## config.mk

```make
export PLATFORM = sky130hd
export DESIGN_NAME = lbz_isqrt
export DESIGN_NICKNAME = d
export VERILOG_FILES = /design/src/sv/lbz_isqrt.sv
export SDC_FILE = /design/constraint.sdc
export NUM_CORES = 2
export LEC_CHECK = 0
export BUFFER_PORTS_ARGS = -buffer_cell sky130_fd_sc_hd__buf_2
export CORE_MARGIN = 8
export CORE_UTILIZATION = 35
export DETAILED_ROUTE_END_ITERATION = 8
export PLACE_DENSITY = 0.61
export REMOVE_ABC_BUFFERS = 1
export SLEW_MARGIN = 30
export SYNTH_ARGS = -nofsm -noshare
export SYNTH_HDL_FRONTEND = slang
export SYNTH_MEMORY_MAX_BITS = 65536
export SYNTH_SLANG_ARGS = --single-unit
export TNS_END_PERCENT = 50
```

## constraint.sdc

```tcl
create_clock -name clk -period 5 [get_ports clk]
set_input_delay 0.75 -clock clk [delete_from_list [all_inputs] [get_ports clk]]
set_output_delay 0.75 -clock clk [all_outputs]
set_load 0.03 [all_outputs]
```

## src/sv/lbz_isqrt.sv

```systemverilog
// pipelined integer square root, one root bit per stage
`default_nettype none
module lbz_isqrt #(
	parameter int R_W    = 32,
	parameter int SIDE_W = 1
) (
	input  logic                clk,
	input  logic                arst_n,
	input  logic                en,
	input  logic                in_valid,
	input  logic [2*R_W-1:0]    radicand,
	input  logic [SIDE_W-1:0]   in_side,
	output logic                out_valid,
	output logic [R_W-1:0]      root,
	output logic [SIDE_W-1:0]   out_side
);

	localparam int IN_W  = 2 * R_W;
	localparam int REM_W = R_W + 3;

	logic [REM_W-1:0]  rem_r  [1:R_W-1];
	logic [IN_W-1:0]   src_r  [1:R_W-1];
	logic [R_W-1:0]    root_r [1:R_W];
	logic [SIDE_W-1:0] side_r [1:R_W];
	logic              vld_r  [1:R_W];

	for (genvar k = 0; k < R_W; k++) begin : g_step
		logic [REM_W-1:0]  cur_rem;
		logic [IN_W-1:0]   cur_src;
		logic [R_W-1:0]    cur_root;
		logic [SIDE_W-1:0] cur_side;
		logic              cur_vld;
		logic [REM_W-1:0]  sh;
		logic [REM_W-1:0]  trial;
		logic              ge;
		logic [REM_W-1:0]  nrem;
		logic [R_W-1:0]    nroot;

		if (k == 0) begin : g_first
			assign cur_rem  = '0;
			assign cur_src  = radicand;
			assign cur_root = '0;
			assign cur_side = in_side;
			assign cur_vld  = in_valid;
		end else begin : g_next
			assign cur_rem  = rem_r[k];
			assign cur_src  = src_r[k];
			assign cur_root = root_r[k];
			assign cur_side = side_r[k];
			assign cur_vld  = vld_r[k];
		end

		// bring down the next two radicand bits and try root*4+1
		assign sh    = {cur_rem[REM_W-3:0], cur_src[IN_W-1 -: 2]};
		assign trial = REM_W'({cur_root, 2'b01});
		assign ge    = (sh >= trial);
		assign nrem  = ge ? (sh - trial) : sh;
		assign nroot = {cur_root[R_W-2:0], ge};

		always_ff @(posedge clk or negedge arst_n) begin
			if (!arst_n) begin
				vld_r[k+1] <= 1'b0;
			end else if (en) begin
				vld_r[k+1] <= cur_vld;
			end
		end

		always_ff @(posedge clk) begin
			if (en) begin
				root_r[k+1] <= nroot;
				side_r[k+1] <= cur_side;
			end
		end

		if (k < R_W - 1) begin : g_carry
			always_ff @(posedge clk) begin
				if (en) begin
					rem_r[k+1] <= nrem;
					src_r[k+1] <= cur_src << 2;
				end
			end
		end
	end

	assign out_valid = vld_r[R_W];
	assign root      = root_r[R_W];
	assign out_side  = side_r[R_W];

endmodule
`default_nettype wire

```

Yosys cells after proc, flatten, opt, wreduce, memory -nomap -nowiden
Memories as Yosys holds them, arrays and structs flattened.
Index checks and enable logic that the tools add are counted.
{"block": "classes", "addsub": 31, "n_lt_le_gt_ge": 32, "muxes": 33}
{"operator": ">= comparator 35 x 34 -> 1 bit", "count": 31}
{"operator": "2-to-1 mux 35 bit", "count": 31}
{"operator": "subtractor 35 x 34 -> 35 bit", "count": 30}
{"operator": "subtractor 2 x 1 -> 3 bit, second input constant", "count": 1}
{"operator": ">= comparator 2 x 1 -> 1 bit, second input constant", "count": 1}
{"operator": "2-to-1 mux 1 bit", "count": 2}
{"block": "totals", "regBits": 32, "ram_bits": 4063, "inputBits": 69, "output_inout_bits": 34, "memories": 4}
{"name": "src_r", "words": 31, "word_bits": 62, "read_ports": 31, "rd_ports_with_merged_regs": 0, "wr": 31, "line": "22", "source": "logic [IN_W-1:0] src_r [1:R_W-1];"}
{"name": "rem_r", "words": 31, "word_bits": 35, "read_ports": 31, "rd_ports_with_merged_regs": 0, "wr": 31, "line": "21", "source": "logic [REM_W-1:0] rem_r [1:R_W-1];"}
{"name": "root_r", "words": 32, "word_bits": 32, "read_ports": 32, "rd_ports_with_merged_regs": 0, "wr": 32, "line": "23", "source": "logic [R_W-1:0] root_r [1:R_W];"}
{"name": "side_r", "words": 32, "word_bits": 1, "read_ports": 32, "rd_ports_with_merged_regs": 0, "wr": 32, "line": "24", "source": "logic [SIDE_W-1:0] side_r [1:R_W];"}

Logic depth before layout (Yosys ltp)
An unclocked memory read counts as a cell.
{"block": "logic_depth", "word_depth": 3, "depth_mapped": 14}

Worst setup path before layout
No wires, ideal clock.
{"block": "synth_timing", "path_kind": "register to register", "from": "mem rem_r[5][16] (netlist bit)", "to": "mem rem_r[6][29] (netlist bit) (data pin)", "t_arrival_ps": 3225, "t_required_ps": 4740, "setup_slack_ps": 1515, "stages_incl_launch_ff": 10, "period_less_slack_ps": 3485, "cell_sequence": "edfxtp_1 > or4_1 > or3_1 > or4_4 > or4_4 > or4_4 > nand4b_2 > or2_2 > nor2_1 > xor2_1"}
{"element": "start: declaration", "line": "21"}

==> impl_metrics.yaml <==
synthesis:
  syn_inst: 9140
  ys_ff_latch: 2558
  synthTopCellsByCount: "edfxtp_1, inv_1, nand2_1"
  synth_fa_ha_area_share_pct: 5.92
  async_flop_share_pct: 1.25
  yosys.area.top_type: "edfxtp_1"
  syn-cell-area_sq_um: 119000
  synth_edf_count: 2526
  synth_top_family_by_area: "simple AND/OR/NAND/NOR gates"
  seq_area_frac_synth_pct: 64.6
  synthDistinctLibCells: 92
  ys_top_cells_by_area: "edfxtp_1, ha_1, xor2_1"
  syn_area_per_cell_sq_um: 13.0
  yosysMostFrequentCell: "edfxtp_1"
  ys_warn_count: 0
  synthXorXnorAreaFrac_pct: 5.67
  synthMuxAreaShare_pct: 1.17
  synth_simple_gate_area_share_pct: 9.89
  synth_compound_area_share_pct: 9.86
  yosysTopAreaCellShare_pct: 64.0
  synth_ff_type: "edfxtp_1"
floorplanning:
  initial_core_util_pct: 35.2
  io_pins: 103
  dieHeight_um: 598
  fp.coreArea_sq_um: 337000
  die_w_um: 598
  die_area_sq_um: 358000
  rows: 213
clock_tree:
  cts_root_buf: "clkbuf_16"
  clk-insertion-delay-late_ns: 0.88
  cts_tree: "done"
  cts.clk_slew.worst_paths_ns: 0.06
  h-tree-depth: 5
  numCtsBuffers: 286
  clockBufferDepth: 4
  clock-sinks: 2558
  post_cts_buffers: 0
final_layout:
  multi_input_area_sq_um: 38700
  nNetsFinal: 10100
  syn2layout_area_growth_pct: 13.6
  fillers: 31300
  instances_no_fill: 14200
  fin_area_sq_um: 135000
  seqCellArea_sq_um: 76700
  final_core_utilization_pct: 40.0
  drive_gt1_share_pct: 8.25
critical_path:
  cp_top_family: "simple AND/OR/NAND/NOR gates"
  path_cells: "or3_1, or2_2, or3_1, or4b_1, or2_2, nor3_2, nand3_1, mux2_2"
  crit_slowest_cell: "nand3_1"
  worstPathRequired_ns: 5.64
  cp-end-kind: "flip-flop"
  worstPathArrival_ns: 4.81
  path_buf_inv: 0
  cpPeakStageDelay_ns: 0.68
  crit_fanout: 20
  crit_type: "reg -> reg"
  cp-start-kind: "flip-flop"
timing:
  hold_viol_final: 0
  fmax_ghz: 0.240
  layout_min_cycle_time_ns: 4.17
  drv_slew: 0
  final-setup-viol-count: 0
  clock_skew_ns: 0.0907
  period_share_pct: 83.3
  slew_headroom_pct: 34.1
  rsz0062_at_grt: "false"
  max_slew.worst_pin.slew_ns: 0.988
  hold_slack_ns: 0.0737
drt:
  via_per_inst: 5.01
  drcViolationCount: 0
  first_pass_iters: 6
  wire_per_inst_um: 17.4
  drtIter0Drc: 5010
  routed_wl_um: 247000
  postRouteAntennaNets: 0
  num_vias: 71200
grt:
  first_global_vias: 71900
  antenna_found_initial: 4
  met3_usage_pct: 1.72
  grt_pass1_wl_um: 391000
  grt_use_met2_pct: 24.4
  grt_overflow: 0
  use_met1_pct: 16.1
  grt_usage_pct: 13.3
  grt-busiest-layer: "met2"
  grt_max_degree: 172
pwr:
  leakagePower_nw: 50.7
  p_per_area_nw_per_um2: 456
  p_total_mw: 61.5
  ir_drop_uv: 283
outcome:
  status: "finished, final reports clean"
placement:
  dpl_cell_area_sq_um: 125000
  port_buffers: 102
  dp_hpwl_um: 176000
  gp_congestion: 0.887
  place_inst: 13700
min_path:
  min_path_type: "in -> reg"
job:
  drv_cap: 0
[flip-flops by register name, summed over array words and instances, names as in the netlist]
name            count
g_step.cur_vld     31
out_valid           1
rem_r             974
root_r            528
side_r             32
src_r             992
[routing by layer]
metal / share of wire [%] / vias up
met1: 42 / 34600
met4: 3.4 / 0
met3: 3.9 / 493
met2: 51 / 1517
li1: - / 34600
met5: 0 / -
[stage by stage]
| stage | setup slack (ns) | setup TNS (ns) |
|---|---|---|
| after floorplan | -0.915 | -50.45 |
| after global placement | 0.840 | 0 |
| after detailed placement | 0.914 | 0 |
| after CTS | 0.898 | 0 |
| after global routing | 0.589 | 0 |
| final | 0.835 | 0 |
[worst paths after layout]
path | start | end | slack, ns | depth (start not counted)
worst max-delay path | rem_r[6][22] | rem_r[7][6] | 0.83 | 8
worst min-delay path | radicand[19] | src_r[0][81] | 0.07 | 1
worst max register to register | rem_r[6][22] | rem_r[7][6] | 0.83 | 8
worst min register to register | src_r[0][430] | src_r[0][494] | 0.37 | 0
max in group asynchronous | arst_n | g_step[26].cur_vld | 4.02 | 2
min in group asynchronous | arst_n | out_valid | 0.49 | 2
[kinds of logic after synthesis]
kind of cell	Yosys count
DFF	2558
AOI/OAI and AO/OA	1874
other	1
muxes	125
adders and majority gates	561
xor gates and xnor gates	768
and+or+nand+nor	2359
buffers and inverters	894
[report_power, final]
part | total [mW] | internal [mW] | switching [mW]
Clock | 20.2 | 11.7 | 8.53
Sequential | 28.8 | 27.1 | 1.75
Combinational | 12.4 | 5.22 | 7.19
Total | 61.5 | 44.0 | 17.5
[cell type report]
type	instances	share of cell area (%)
Antenna cell	3	0.00557
Clock buffer	341	5.51
Clock inverter	162	1.20
Inverter	714	1.99
Multi-Input combinational cell	5688	28.7
Sequential cell	2558	56.9
Tap cell	4515	4.19
Timing Repair Buffer	234	1.47
[what timing repair did]
action | CTS | global route
hold buffers | 54 | 0
gates resized for setup | 0 | 0
hold endpoints to repair | 85 | 0
[cells in the final DEF, fill, tap and decap left out, drive strengths merged, types with 16 or more instances in the layout]
cell type       n
edfxtp       2526
inv           730
nand2         605
nor2          579
ha            561
a21oi         558
o21ai         482
xor2          394
xnor2         374
clkbuf        341
nor3          232
a21o          218
buf           180
nand2b        127
nor4          120
nand3         119
clkinv        114
o21a          113
mux2          113
or3           102
nand4         100
nor2b          83
o31ai          72
or4            67
and3           61
o21bai         54
dlygate4sd3    54
a31oi          54
a211oi         46
or2            46
o211ai         38
dfrtp          32
a21boi         30
and2           27
a211o          20
nand3b         20
o41ai          19
bufinv         19
and4           16
a31o           16
No activity file was read; power rests on OpenSTA's default activity.
